**src/design/tclp_pkg.sv**
```systemverilog
// ----------------------------------------------------------------------------
// tclp_pkg
// Shared types and constants for the text command line parser.
// ----------------------------------------------------------------------------
package tclp_pkg;

    typedef enum logic [2:0] {
        KIND_START        = 3'd0,
        KIND_STOP         = 3'd1,
        KIND_SET_SPEED    = 3'd2,
        KIND_UNRECOGNISED = 3'd3,
        KIND_OVERFLOW     = 3'd4
    } cmd_kind_t;

    typedef enum logic [2:0] {
        PH_SKIP    = 3'b001,
        PH_DIGITS  = 3'b010,
        PH_STOPPED = 3'b100
    } num_phase_t;

    localparam logic [7:0] CHAR_NUL   = 8'd0;
    localparam logic [7:0] CHAR_TAB   = 8'd9;
    localparam logic [7:0] CHAR_NL    = 8'd10;
    localparam logic [7:0] CHAR_CR    = 8'd13;
    localparam logic [7:0] CHAR_SPACE = 8'd32;
    localparam logic [7:0] CHAR_PLUS  = 8'd43;
    localparam logic [7:0] CHAR_MINUS = 8'd45;
    localparam logic [7:0] CHAR_ZERO  = 8'd48;
    localparam logic [7:0] CHAR_NINE  = 8'd57;

    localparam logic [3:0] PROG_FROZEN = 4'd15;
    localparam logic [3:0] START_LEN   = 4'd5;
    localparam logic [3:0] STOP_LEN    = 4'd4;
    localparam logic [3:0] SET_LEN     = 4'd10;

    localparam logic [2:0] ALIVE_ALL = 3'b111;

    localparam logic [31:0] ACC_CAP   = 32'h8000_0000;
    localparam logic [31:0] SPEED_MAX = 32'h7FFF_FFFF;

    typedef struct packed {
        logic [3:0]  progress;
        logic [2:0]  alive;
        logic        pending_cr;
        num_phase_t  phase;
        logic        negative;
        logic [31:0] acc;
    } parse_state_t;

    typedef struct packed {
        cmd_kind_t          kind;
        logic signed [31:0] speed;
    } result_t;

    localparam parse_state_t STATE_CLEAR = '{
        progress:   4'd0,
        alive:      ALIVE_ALL,
        pending_cr: 1'b0,
        phase:      PH_SKIP,
        negative:   1'b0,
        acc:        32'd0
    };

    function automatic logic [7:0] kw_start_char(input logic [3:0] p);
        logic [7:0] ch;
        case (p)
            4'd0:    ch = "S";
            4'd1:    ch = "T";
            4'd2:    ch = "A";
            4'd3:    ch = "R";
            4'd4:    ch = "T";
            default: ch = CHAR_NUL;
        endcase
        return ch;
    endfunction

    function automatic logic [7:0] kw_stop_char(input logic [3:0] p);
        logic [7:0] ch;
        case (p)
            4'd0:    ch = "S";
            4'd1:    ch = "T";
            4'd2:    ch = "O";
            4'd3:    ch = "P";
            default: ch = CHAR_NUL;
        endcase
        return ch;
    endfunction

    function automatic logic [7:0] kw_set_char(input logic [3:0] p);
        logic [7:0] ch;
        case (p)
            4'd0:    ch = "S";
            4'd1:    ch = "E";
            4'd2:    ch = "T";
            4'd3:    ch = CHAR_SPACE;
            4'd4:    ch = "S";
            4'd5:    ch = "P";
            4'd6:    ch = "E";
            4'd7:    ch = "E";
            4'd8:    ch = "D";
            4'd9:    ch = CHAR_SPACE;
            default: ch = CHAR_NUL;
        endcase
        return ch;
    endfunction

endpackage

```
**src/design/tclp_in_reg.sv**
```systemverilog
// ----------------------------------------------------------------------------
// tclp_in_reg
// Input register: captures one received byte per transaction.
// ----------------------------------------------------------------------------
module tclp_in_reg
    import tclp_pkg::*;
(
    input  logic       clk,
    input  logic       rst_n,
    input  logic       rx_valid,
    input  logic [7:0] rx_byte,
    output logic       rx_stall,
    input  logic       advance,
    output logic       item_valid,
    output logic [7:0] item_byte
);

    logic       valid_reg;
    logic       valid_next;
    logic [7:0] byte_reg;
    logic       take;

    assign rx_stall   = valid_reg && !advance;
    assign take       = rx_valid && !rx_stall;
    assign valid_next = take || (valid_reg && !advance);

    always_ff @(posedge clk or negedge rst_n)
    begin
        if (!rst_n)
        begin
            valid_reg <= 1'b0;
        end
        else
        begin
            valid_reg <= valid_next;
        end
    end

    always_ff @(posedge clk)
    begin
        if (take)
        begin
            byte_reg <= rx_byte;
        end
    end

    assign item_valid = valid_reg;
    assign item_byte  = byte_reg;

endmodule

```
**src/design/tclp_engine.sv**
```systemverilog
// ----------------------------------------------------------------------------
// tclp_engine
// Line state and incremental keyword/number matcher, one byte per advance.
// ----------------------------------------------------------------------------
module tclp_engine
    import tclp_pkg::*;
#(
    parameter int LINE_BYTES = 128
)
(
    input  logic       clk,
    input  logic       rst_n,
    input  logic       advance,
    input  logic [7:0] item_byte,
    output logic       has_result,
    output result_t    result
);

    localparam int LPW = $clog2(LINE_BYTES);
    localparam logic [LPW-1:0] POS_LAST = LPW'(LINE_BYTES - 1);

    logic [LPW-1:0] line_pos_reg;
    logic [LPW-1:0] line_pos_next;
    parse_state_t   state_reg;
    parse_state_t   state_next;
    parse_state_t   after_cr;
    parse_state_t   fed;
    logic           is_nl;
    logic           is_over;
    logic           frozen;

    function automatic parse_state_t number_feed(input parse_state_t s, input logic [7:0] c);
        parse_state_t n;
        logic         digit;
        logic         space;
        logic [35:0]  v;
        n     = s;
        digit = (c >= CHAR_ZERO) && (c <= CHAR_NINE);
        space = (c == CHAR_SPACE) || ((c >= CHAR_TAB) && (c <= CHAR_CR));
        v     = ({4'd0, s.acc} << 3) + ({4'd0, s.acc} << 1) + {32'd0, c[3:0]};
        unique case (s.phase)
            PH_SKIP:
            begin
                if (!space)
                begin
                    if (c == CHAR_PLUS)
                    begin
                        n.phase = PH_DIGITS;
                    end
                    else if (c == CHAR_MINUS)
                    begin
                        n.negative = 1'b1;
                        n.phase    = PH_DIGITS;
                    end
                    else if (digit)
                    begin
                        n.acc   = {28'd0, c[3:0]};
                        n.phase = PH_DIGITS;
                    end
                    else
                    begin
                        n.phase = PH_STOPPED;
                    end
                end
            end
            PH_DIGITS:
            begin
                if (digit)
                begin
                    n.acc = (v > {4'd0, ACC_CAP}) ? ACC_CAP : v[31:0];
                end
                else
                begin
                    n.phase = PH_STOPPED;
                end
            end
            PH_STOPPED:
            begin
            end
            default:
            begin
                n.phase = PH_STOPPED;
            end
        endcase
        return n;
    endfunction

    function automatic parse_state_t match_feed(input parse_state_t s, input logic [7:0] c);
        parse_state_t n;
        logic [2:0]   keep;
        n    = s;
        keep = 3'b000;
        if (s.progress == PROG_FROZEN)
        begin
            n = s;
        end
        else if (c == CHAR_NUL)
        begin
            keep[0] = s.alive[0] && (s.progress == START_LEN);
            keep[1] = s.alive[1] && (s.progress == STOP_LEN);
            keep[2] = s.alive[2] && (s.progress >= SET_LEN);
            if (keep[2])
            begin
                n.phase = PH_STOPPED;
            end
            n.alive    = keep;
            n.progress = PROG_FROZEN;
        end
        else if (s.progress >= SET_LEN)
        begin
            if (s.alive[2])
            begin
                n = number_feed(s, c);
            end
        end
        else
        begin
            if (s.progress >= START_LEN || c != kw_start_char(s.progress))
            begin
                n.alive[0] = 1'b0;
            end
            if (s.progress >= STOP_LEN || c != kw_stop_char(s.progress))
            begin
                n.alive[1] = 1'b0;
            end
            if (c != kw_set_char(s.progress))
            begin
                n.alive[2] = 1'b0;
            end
            n.progress = s.progress + 4'd1;
        end
        return n;
    endfunction

    assign is_nl   = (item_byte == CHAR_NL);
    assign is_over = (line_pos_reg >= POS_LAST);
    assign frozen  = (state_reg.progress == PROG_FROZEN);

    always_comb
    begin
        after_cr = state_reg.pending_cr ? match_feed(state_reg, CHAR_CR) : state_reg;
        if (item_byte == CHAR_CR)
        begin
            fed            = after_cr;
            fed.pending_cr = 1'b1;
        end
        else
        begin
            fed            = match_feed(after_cr, item_byte);
            fed.pending_cr = 1'b0;
        end
    end

    always_comb
    begin
        result.kind  = KIND_UNRECOGNISED;
        result.speed = '0;
        if (is_nl)
        begin
            if (state_reg.alive[0] && (frozen || state_reg.progress == START_LEN))
            begin
                result.kind = KIND_START;
            end
            else if (state_reg.alive[1] && (frozen || state_reg.progress == STOP_LEN))
            begin
                result.kind = KIND_STOP;
            end
            else if (state_reg.alive[2] && (frozen || state_reg.progress >= SET_LEN))
            begin
                result.kind = KIND_SET_SPEED;
                if (state_reg.negative)
                begin
                    result.speed = 32'd0 - state_reg.acc;
                end
                else
                begin
                    result.speed = state_reg.acc[31] ? SPEED_MAX : state_reg.acc;
                end
            end
        end
        else
        begin
            result.kind = KIND_OVERFLOW;
        end
    end

    assign has_result = is_nl || is_over;

    always_comb
    begin
        if (has_result)
        begin
            state_next    = STATE_CLEAR;
            line_pos_next = '0;
        end
        else
        begin
            state_next    = fed;
            line_pos_next = line_pos_reg + LPW'(1);
        end
    end

    always_ff @(posedge clk or negedge rst_n)
    begin
        if (!rst_n)
        begin
            state_reg    <= STATE_CLEAR;
            line_pos_reg <= '0;
        end
        else if (advance)
        begin
            state_reg    <= state_next;
            line_pos_reg <= line_pos_next;
        end
    end

endmodule

```
**src/design/tclp_out_reg.sv**
```systemverilog
// ----------------------------------------------------------------------------
// tclp_out_reg
// Result register: holds one classified line until the transaction completes.
// ----------------------------------------------------------------------------
module tclp_out_reg
    import tclp_pkg::*;
(
    input  logic    clk,
    input  logic    rst_n,
    input  logic    load,
    input  result_t result,
    input  logic    cmd_stall,
    output logic    free,
    output logic    cmd_valid,
    output result_t held
);

    logic    valid_reg;
    logic    valid_next;
    result_t result_reg;

    assign free       = !valid_reg || !cmd_stall;
    assign valid_next = load || (valid_reg && cmd_stall);

    always_ff @(posedge clk or negedge rst_n)
    begin
        if (!rst_n)
        begin
            valid_reg <= 1'b0;
        end
        else
        begin
            valid_reg <= valid_next;
        end
    end

    always_ff @(posedge clk)
    begin
        if (load)
        begin
            result_reg <= result;
        end
    end

    assign cmd_valid = valid_reg;
    assign held      = result_reg;

endmodule

```
**src/design/text_command_line_parser.sv**
```systemverilog
// ----------------------------------------------------------------------------
// text_command_line_parser
// Gathers received bytes into lines and classifies each finished line.
//
//   channel   direction   payload                        handshake
//   rx        in          rx_byte                        rx_valid / rx_stall
//   cmd       out         command_kind, speed_value      cmd_valid / cmd_stall
//
// One byte per cycle sustained while cmd_stall does not back up into rx_stall;
// a result reaches the ports through the input register, then the matcher
// into the result register, once the newline (or the overflowing byte) is taken.
// Reset clears the line state and both valid flags.
// cmd_stall holds the result register and backs up into rx_stall only when
// a further result is ready to be written.
// ----------------------------------------------------------------------------
module text_command_line_parser
    import tclp_pkg::*;
#(
    parameter int LINE_BYTES = 128
)
(
    input  logic               clk,
    input  logic               rst_n,
    input  logic               rx_valid,
    output logic               rx_stall,
    input  logic [7:0]         rx_byte,
    output logic               cmd_valid,
    input  logic               cmd_stall,
    output logic [2:0]         command_kind,
    output logic signed [31:0] speed_value
);

    logic       item_valid;
    logic [7:0] item_byte;
    logic       advance;
    logic       has_result;
    logic       free;
    result_t    result;
    result_t    held;

    assign advance = item_valid && (free || !has_result);

    tclp_in_reg u_in_reg (
        .clk        (clk),
        .rst_n      (rst_n),
        .rx_valid   (rx_valid),
        .rx_byte    (rx_byte),
        .rx_stall   (rx_stall),
        .advance    (advance),
        .item_valid (item_valid),
        .item_byte  (item_byte)
    );

    tclp_engine #(
        .LINE_BYTES (LINE_BYTES)
    ) u_engine (
        .clk        (clk),
        .rst_n      (rst_n),
        .advance    (advance),
        .item_byte  (item_byte),
        .has_result (has_result),
        .result     (result)
    );

    tclp_out_reg u_out_reg (
        .clk       (clk),
        .rst_n     (rst_n),
        .load      (advance && has_result),
        .result    (result),
        .cmd_stall (cmd_stall),
        .free      (free),
        .cmd_valid (cmd_valid),
        .held      (held)
    );

    assign command_kind = held.kind;
    assign speed_value  = held.speed;

endmodule

```
**config.mk**
```make
export PLATFORM = sky130hd
export DESIGN_NAME = text_command_line_parser
export DESIGN_NICKNAME = d
export VERILOG_FILES = /design/src/design/tclp_pkg.sv /design/src/design/tclp_in_reg.sv /design/src/design/tclp_engine.sv /design/src/design/tclp_out_reg.sv /design/src/design/text_command_line_parser.sv
export SDC_FILE = /design/constraint.sdc
export NUM_CORES = 1
export LEC_CHECK = 0
export BUFFER_PORTS_ARGS = -buffer_cell sky130_fd_sc_hd__buf_4
export CORE_MARGIN = 2
export CORE_UTILIZATION = 54
export CTS_CLUSTER_SIZE = 12
export DETAILED_ROUTE_END_ITERATION = 8
export PLACE_DENSITY = 0.77
export SYNTH_ARGS = -nofsm -noshare
export SYNTH_HDL_FRONTEND = slang
export SYNTH_SLANG_ARGS = --single-unit
```
**constraint.sdc**
```tcl
create_clock -name clk -period 3.8 [get_ports clk]
set_input_delay 0.19 -clock clk [delete_from_list [all_inputs] [get_ports clk]]
set_output_delay 0.19 -clock clk [all_outputs]
set_load 0.03 [all_outputs]
```
==> impl_metrics.py, run 1 <==
metrics = {
    "setup_path": {
        "worstPathMaxFanout": 5,
        "cp_slowest_stage_delay_ns": 0.62,
        "cpMaxStageDelayCell": "fa_1",
        "path_cells": "fa_1, buf_6, ha_4, a211oi_4, o21ai_2, a32oi_2, nand2_2, a21oi_4, xnor2_1, or4b_4, nor4_4, o2111ai_4, buf_12, o211ai_2",
        "end_kind": "flop",
        "worst_setup_path_start_kind": "flop",
        "worstPathArrival_ns": 4.20,
        "required_ns": 4.08,
        "path_class": "flop to flop",
    },
    "final_layout": {
        "largest_reg_flops": 44,
        "stdcell_area_mm2": 0.00996,
        "antenna_cells": 0,
        "nets": 1142,
        "area_growth_pct": 22.6,
        "drive_gt1_share_pct": 23.7,
        "fillers": 1163,
    },
    "floorplanning": {
        "pin_count": 49,
        "rows": 44,
        "dieArea_mm2": 0.0160,
        "die_h_um": 127,
        "start_util_pct": 55.5,
        "die_x_um": 127,
        "core_mm2": 0.0146,
    },
    "power_and_ir_drop": {
        "finalPower_mw": 3.01,
        "ir_drop_mv": 0.219,
        "power_density_mw_per_mm2": 302,
        "p_leak_nw": 4.48,
    },
    "clocking": {
        "cts_root_buffer": "clkbuf_16",
        "numCtsBuffers": 9,
        "clockBufferDepth": 2,
        "cts_tree": "yes",
        "cts.sinks": 96,
        "h-tree-depth": 3,
        "clk_pin_slew_ns": 0.07,
        "clk_latency_ns": 0.36,
    },
    "synthesis": {
        "synth_cell_types": 83,
        "async_flop_share_pct": 55.2,
        "synth-main-ff-cell": "dfrtp_1",
        "synth_top_cell_area_share_pct": 15.9,
        "synth_area_mm2": 0.00813,
        "syn_avg_cell_area_um2": 8.72,
        "synth-seq-cells": 96,
        "yosysWarnings": 0,
        "synth_edf_count": 43,
        "netlist_instances": 932,
        "synthTopCellsByArea": "edfxtp_1, dfrtp_1, ha_1, nor2_1, nand2_1",
        "synth_nets": 1022,
        "synth-seq-area-share_pct": 32.3,
        "yosys.area.top_type": "edfxtp_1",
    },
    "global_route": {
        "grt_pass1_wl_um": 36500,
        "grt-ovfl-total": 0,
        "grtUsageTotal_pct": 28.3,
        "grt_max_degree": 54,
        "grt_pass1_vias": 7305,
        "antenna_found_initial": 0,
    },
    "timing": {
        "finalCriticalPeriod_ns": 3.92,
        "setup_viol": 14,
        "final.setup_skew_ns": 0.00826,
        "fmax_mhz": 255,
        "rsz0062_at_grt": "yes",
        "finalHoldViolCount": 0,
        "setup_ws_ns": -0.116,
        "finalCritPeriodShare_pct": 103,
        "worst_pin_slew_ns": 0.736,
        "maxSlewHeadroom_pct": 50.9,
        "slew_violations": 0,
    },
    "routing": {
        "dr.first_iter.drc_count": 592,
        "wl_um": 23000,
        "dr.pass1.iters": 7,
        "via_count": 7782,
        "wl_per_cell_um": 18.5,
        "viasPerCell": 6.27,
        "route.detailed.drc": 0,
        "ant_nets": 0,
    },
    "status": {
        "status": "finished with violations",
        "violations": "setup timing",
    },
    "job": {
        "maxCapViolations": 0,
    },
    "worst_hold_path": {
        "hold_path.class": "primary input to flop",
    },
    "place": {
        "postPlaceCellArea_mm2": 0.00927,
        "place_congestion": 0.936,
        "dp_hpwl_um": 16600,
        "io_buffers": 48,
    },
}
layer usage:
layer	global-route usage (%)	vias to the layer above	part of all wire [%]
li1	-	3705	-
met2	45.7	299	47
met4	9.89	0	2.0
met3	5.27	34	6.8
met1	38.6	3744	45
met5	0	-	0
cell usage in the layout (no fill, tap or decap), types with 6 or more instances in the layout:
cell type	n
buf_4	143
nor2_1	97
nand2_1	95
ha_1	75
a21oi_1	54
dfrtp_1	49
edfxtp_1	43
o21ai_0	40
xor2_1	36
a211oi_1	31
inv_1	27
xnor2_1	26
nand3_1	23
nor3_1	21
nand4_1	19
o21ai_2	17
a32o_1	17
a21o_1	15
nand2b_1	12
clkbuf_16	11
o21ai_1	10
nor4_1	10
a31oi_1	8
nor2b_1	7
and2_1	6
and3_1	6
a21oi_2	6
o211ai_1	6
dlygate4sd3_1	6
buf_6	6
timing repair:
action                                  4_1_cts  5_1_grt
hold buffers                                  3        3
endpoints found under the setup margin       14       31
pin swaps                                    18        6
setup buffers                                 6        5
cloned                                        1        1
resized for setup                            21       27
endpoints found under the hold margin        51        3
final timing paths:
check	startpoint	slack, ns	cells after the start	end
max	u_engine.state_reg[2]$_DFFE_PN0P_	-0.12	14	u_engine.state_reg[3]$_DFFE_PN0P_
min	rx_byte[5]	0.006	1	u_in_reg.item_byte[5]$_DFFE_PP_
max reg2reg	u_engine.state_reg[2]$_DFFE_PN0P_	-0.12	14	u_engine.state_reg[3]$_DFFE_PN0P_
min reg2reg	u_engine.line_pos_reg[5]$_DFFE_PN0P_	0.48	1	u_engine.line_pos_reg[5]$_DFFE_PN0P_
max in group asynchronous	rst_n	2.88	2	u_engine.state_reg[15]$_DFFE_PN0P_
min in group asynchronous	rst_n	0.43	2	u_engine.line_pos_reg[0]$_DFFE_PN0P_
cell families (layout without fill, tap and decap cells):
| group | count (synthesis) | after routing | synth area share (%) |
|---|---|---|---|
| and+or+nand+nor | 334 | 334 | 19.7 |
| DFF | 96 | 96 | 32.3 |
| xor gates and xnor gates | 66 | 66 | 7.35 |
| buffers and inverters | 80 | 205 | 4.30 |
| AOI/OAI and AO/OA | 271 | 271 | 23.3 |
| adders and majority gates | 78 | 78 | 12.2 |
| muxes | 7 | 7 | 0.893 |
worst max-delay path: cells and delay by family, from the launching register on:
| family | cells | cell delay [ns] |
|---|---|---|
| AO/OA/AOI/OAI | 6 | 1.16 |
| AND/OR/NAND/NOR | 3 | 0.99 |
| adder cells (fa/ha/maj) | 2 | 0.82 |
| flip-flops | 1 | 0.42 |
| buffers and inverters | 2 | 0.33 |
| XOR/XNOR | 1 | 0.12 |
cells in the mapped netlist, drive strengths merged (8+ instances only):
master,count
a211oi,36
a21o,16
a21oi,61
a31oi,9
a32o,18
and2,8
buf,13
clkbuf,39
dfrtp,49
edfxtp,43
ha,76
inv,28
nand2,96
nand2b,13
nand3,24
nand4,19
nor2,100
nor3,23
nor4,14
o21ai,67
xnor2,27
xor2,39
through the flow:
| stage | hold slack [ns] | std cells | worst slack, ns | setup TNS [ns] | util [%] |
|---|---|---|---|---|---|
| floorplan | -0.106 | 932 | 0.0221 | 0 | - |
| global placement | 0.285 | 1208 | -0.0448 | -0.305 | 63.3 |
| detailed placement | 0.288 | 1208 | -0.222 | -2.53 | 63.3 |
| CTS | 0.000392 | 1234 | -0.0917 | -0.997 | 66.8 |
| global route | -0.00119 | 1241 | -0.264 | -3.45 | 68.0 |
| finish | 0.00560 | 1241 | -0.116 | -1.37 | 68.0 |
cell type report:
type / instances / area [µm²] / share of cell area (%)
Clock inverter: 6 / 51.3 / 0.515
Clock buffer: 10 / 239 / 2.40
Tap cell: 184 / 230 / 2.31
Sequential cell: 96 / 2620 / 26.3
Multi-Input combinational cell: 756 / 5380 / 54.0
Inverter: 28 / 105 / 1.06
Timing Repair Buffer: 161 / 1330 / 13.4
power breakdown:
part	switching (mW)	internal (mW)
sequential	0.104	1.16
combinational	0.515	0.325
clock	0.433	0.473
total	1.05	1.96
(Power assumes the default switching activity.)
==> run 2, diff against run 1 <==
--- a/config.mk
+++ b/config.mk
@@ -10,6 +10,7 @@
 export CORE_UTILIZATION = 54
 export CTS_CLUSTER_SIZE = 12
 export DETAILED_ROUTE_END_ITERATION = 8
+export HOLD_SLACK_MARGIN = 0.05
 export PLACE_DENSITY = 0.77
 export SYNTH_ARGS = -nofsm -noshare
 export SYNTH_HDL_FRONTEND = slang
==> impl_metrics.py, run 2 (synthesis results as in run 1) <==
metrics = {
    "place": {
        "dp_slack_ns": -0.222,
        "io_buffers": 48,
        "postPlaceCellArea_mm2": 0.00927,
        "place_congestion": 0.936,
        "dp_hpwl_um": 16600,
    },
    "final_layout": {
        "final_common_cell": "buf_4",
        "final_cell_mix": "buf_4, nor2_1, nand2_1",
        "largest_reg_flops": 44,
        "area_growth_pct": 23.2,
        "stdcell_area_mm2": 0.0100,
        "antenna_cells": 0,
        "drive_gt1_share_pct": 23.6,
        "nets": 1147,
    },
    "routing": {
        "wl_per_cell_um": 18.5,
        "ant_nets": 0,
        "wl_um": 23100,
        "wl_met3_um": 1690,
        "viasPerCell": 6.25,
        "routedLengthMet1_um": 10200,
        "routed.top_layer": "met4",
        "dr.pass1.iters": 5,
        "dr.first_iter.drc_count": 646,
        "via_count": 7784,
        "route.met2.wl_um": 10700,
        "route.detailed.drc": 0,
    },
    "floorplanning": {
        "core_mm2": 0.0146,
        "dieArea_mm2": 0.0160,
        "start_util_pct": 55.5,
        "die_h_um": 127,
        "rows": 44,
        "pin_count": 49,
        "die_x_um": 127,
    },
    "clocking": {
        "clk_pin_slew_ns": 0.07,
        "numCtsBuffers": 9,
        "clk_latency_ns": 0.36,
        "cts.sinks": 96,
        "cts_root_buffer": "clkbuf_16",
        "h-tree-depth": 3,
        "clockBufferDepth": 2,
        "cts_tree": "yes",
    },
    "global_route": {
        "grt_max_degree": 54,
        "grt_pass1_wl_um": 36700,
        "grt-ovfl-total": 0,
        "grt_pass1_vias": 7315,
        "grtUsageTotal_pct": 28.5,
        "antenna_found_initial": 0,
    },
    "power_and_ir_drop": {
        "finalPower_mw": 3.02,
        "p_leak_nw": 4.50,
        "ir_drop_mv": 0.239,
        "power_density_mw_per_mm2": 301,
    },
    "setup_path": {
        "worstPathArrival_ns": 4.20,
        "worst_setup_path_start_kind": "flop",
        "rr_startpoint": "u_engine.state_reg[2]$_DFFE_PN0P_",
        "reg2reg_to": "u_engine.state_reg[3]$_DFFE_PN0P_",
        "end_kind": "flop",
        "worst-path-buf-inv": 2,
        "required_ns": 4.08,
        "path_class": "flop to flop",
        "worstPathMaxFanout": 5,
        "crit_cells": 14,
        "cpMaxStageDelayCell": "fa_1",
        "path_cells": "fa_1, buf_6, ha_4, a211oi_4, o21ai_2, a32oi_2, nand2_2, a21oi_4, xnor2_1, or4b_4, nor4_4, o2111ai_4, buf_12, o211ai_2",
        "reg2reg_slack_ns": -0.12,
        "cp_slowest_stage_delay_ns": 0.62,
        "ff2ff_path_depth": 14,
        "path_delay_family": "compound AO/OA/AOI/OAI gates",
    },
    "timing": {
        "worst_pin_slew_ns": 0.739,
        "maxSlewHeadroom_pct": 50.7,
        "finalCritPeriodShare_pct": 103,
        "setup_ws_ns": -0.115,
        "final.setup_skew_ns": 0.00788,
        "rsz0062_at_grt": "yes",
        "finalHoldViolCount": 0,
        "setup_viol": 14,
        "slew_violations": 0,
        "hold-worst-slack_ns": 0.432,
        "fmax_mhz": 255,
        "finalCriticalPeriod_ns": 3.92,
    },
    "status": {
        "status": "finished with violations",
        "violations": "setup timing",
    },
    "worst_hold_path": {
        "hold_path.class": "primary input to async pin",
    },
    "job": {
        "maxCapViolations": 0,
    },
}
-- run 2: changes by cell type in the layout (fill, tap and decap cells not counted) --
cell           before  now
dlygate4sd3_1       6   11
-- run 2: timing repair --
item                       CTS  global route
hold endpoints to repair    59             0
buffers inserted             6             5
pin swaps                   18             6
gates cloned                 1             1
resized for setup           21            27
hold buffers                11             0
setup endpoints to repair   14            31
-- run 2: worst max-delay path by stage --
stage / start / end / slack (ns)
floorplan: u_engine.state_reg[0]$_DFFE_PN0P_ / u_engine.state_reg[3]$_DFFE_PN0P_ / 0.02
global placement: u_engine.state_reg[0]$_DFFE_PN0P_ / u_engine.state_reg[25]$_DFFE_PN0P_ / -0.04
detailed placement: u_engine.state_reg[0]$_DFFE_PN0P_ / u_engine.state_reg[17]$_DFFE_PN0P_ / -0.22
CTS: u_engine.state_reg[2]$_DFFE_PN0P_ / u_engine.state_reg[3]$_DFFE_PN0P_ / -0.09
global route: u_engine.state_reg[14]$_DFFE_PN0P_ / u_engine.state_reg[21]$_DFFE_PN0P_ / -0.26
finish: u_engine.state_reg[2]$_DFFE_PN0P_ / u_engine.state_reg[3]$_DFFE_PN0P_ / -0.12
-- run 2: where the power goes --
group	internal, mW	switching, mW
clock	0.473	0.436
sequential	1.16	0.104
combinational	0.328	0.515
-- run 2: through the flow --
step           std cells  util, %  setup TNS [ns]
6_report            1246     68.4           -1.33
5_1_grt             1246     68.4           -3.45
4_1_cts             1242     67.3          -0.997
3_5_place_dp        1208     63.3           -2.53
3_3_place_gp        1208     63.3          -0.305
2_1_floorplan        932        -               0
-- run 2: area by class of cell --
class,count,area (µm²)
Multi-Input combinational cell,756,5380
Fill cell,1151,4630
Sequential cell,96,2620
Timing Repair Buffer,166,1380
Clock buffer,10,239
Tap cell,184,230
Inverter,28,105
Clock inverter,6,51.3
-- run 2: per-layer routing --
layer	up-vias	GRT usage (%)
met5	-	0
met4	0	9.57
met3	36	5.36
met2	319	46.0
met1	3713	38.8
li1	3716	-
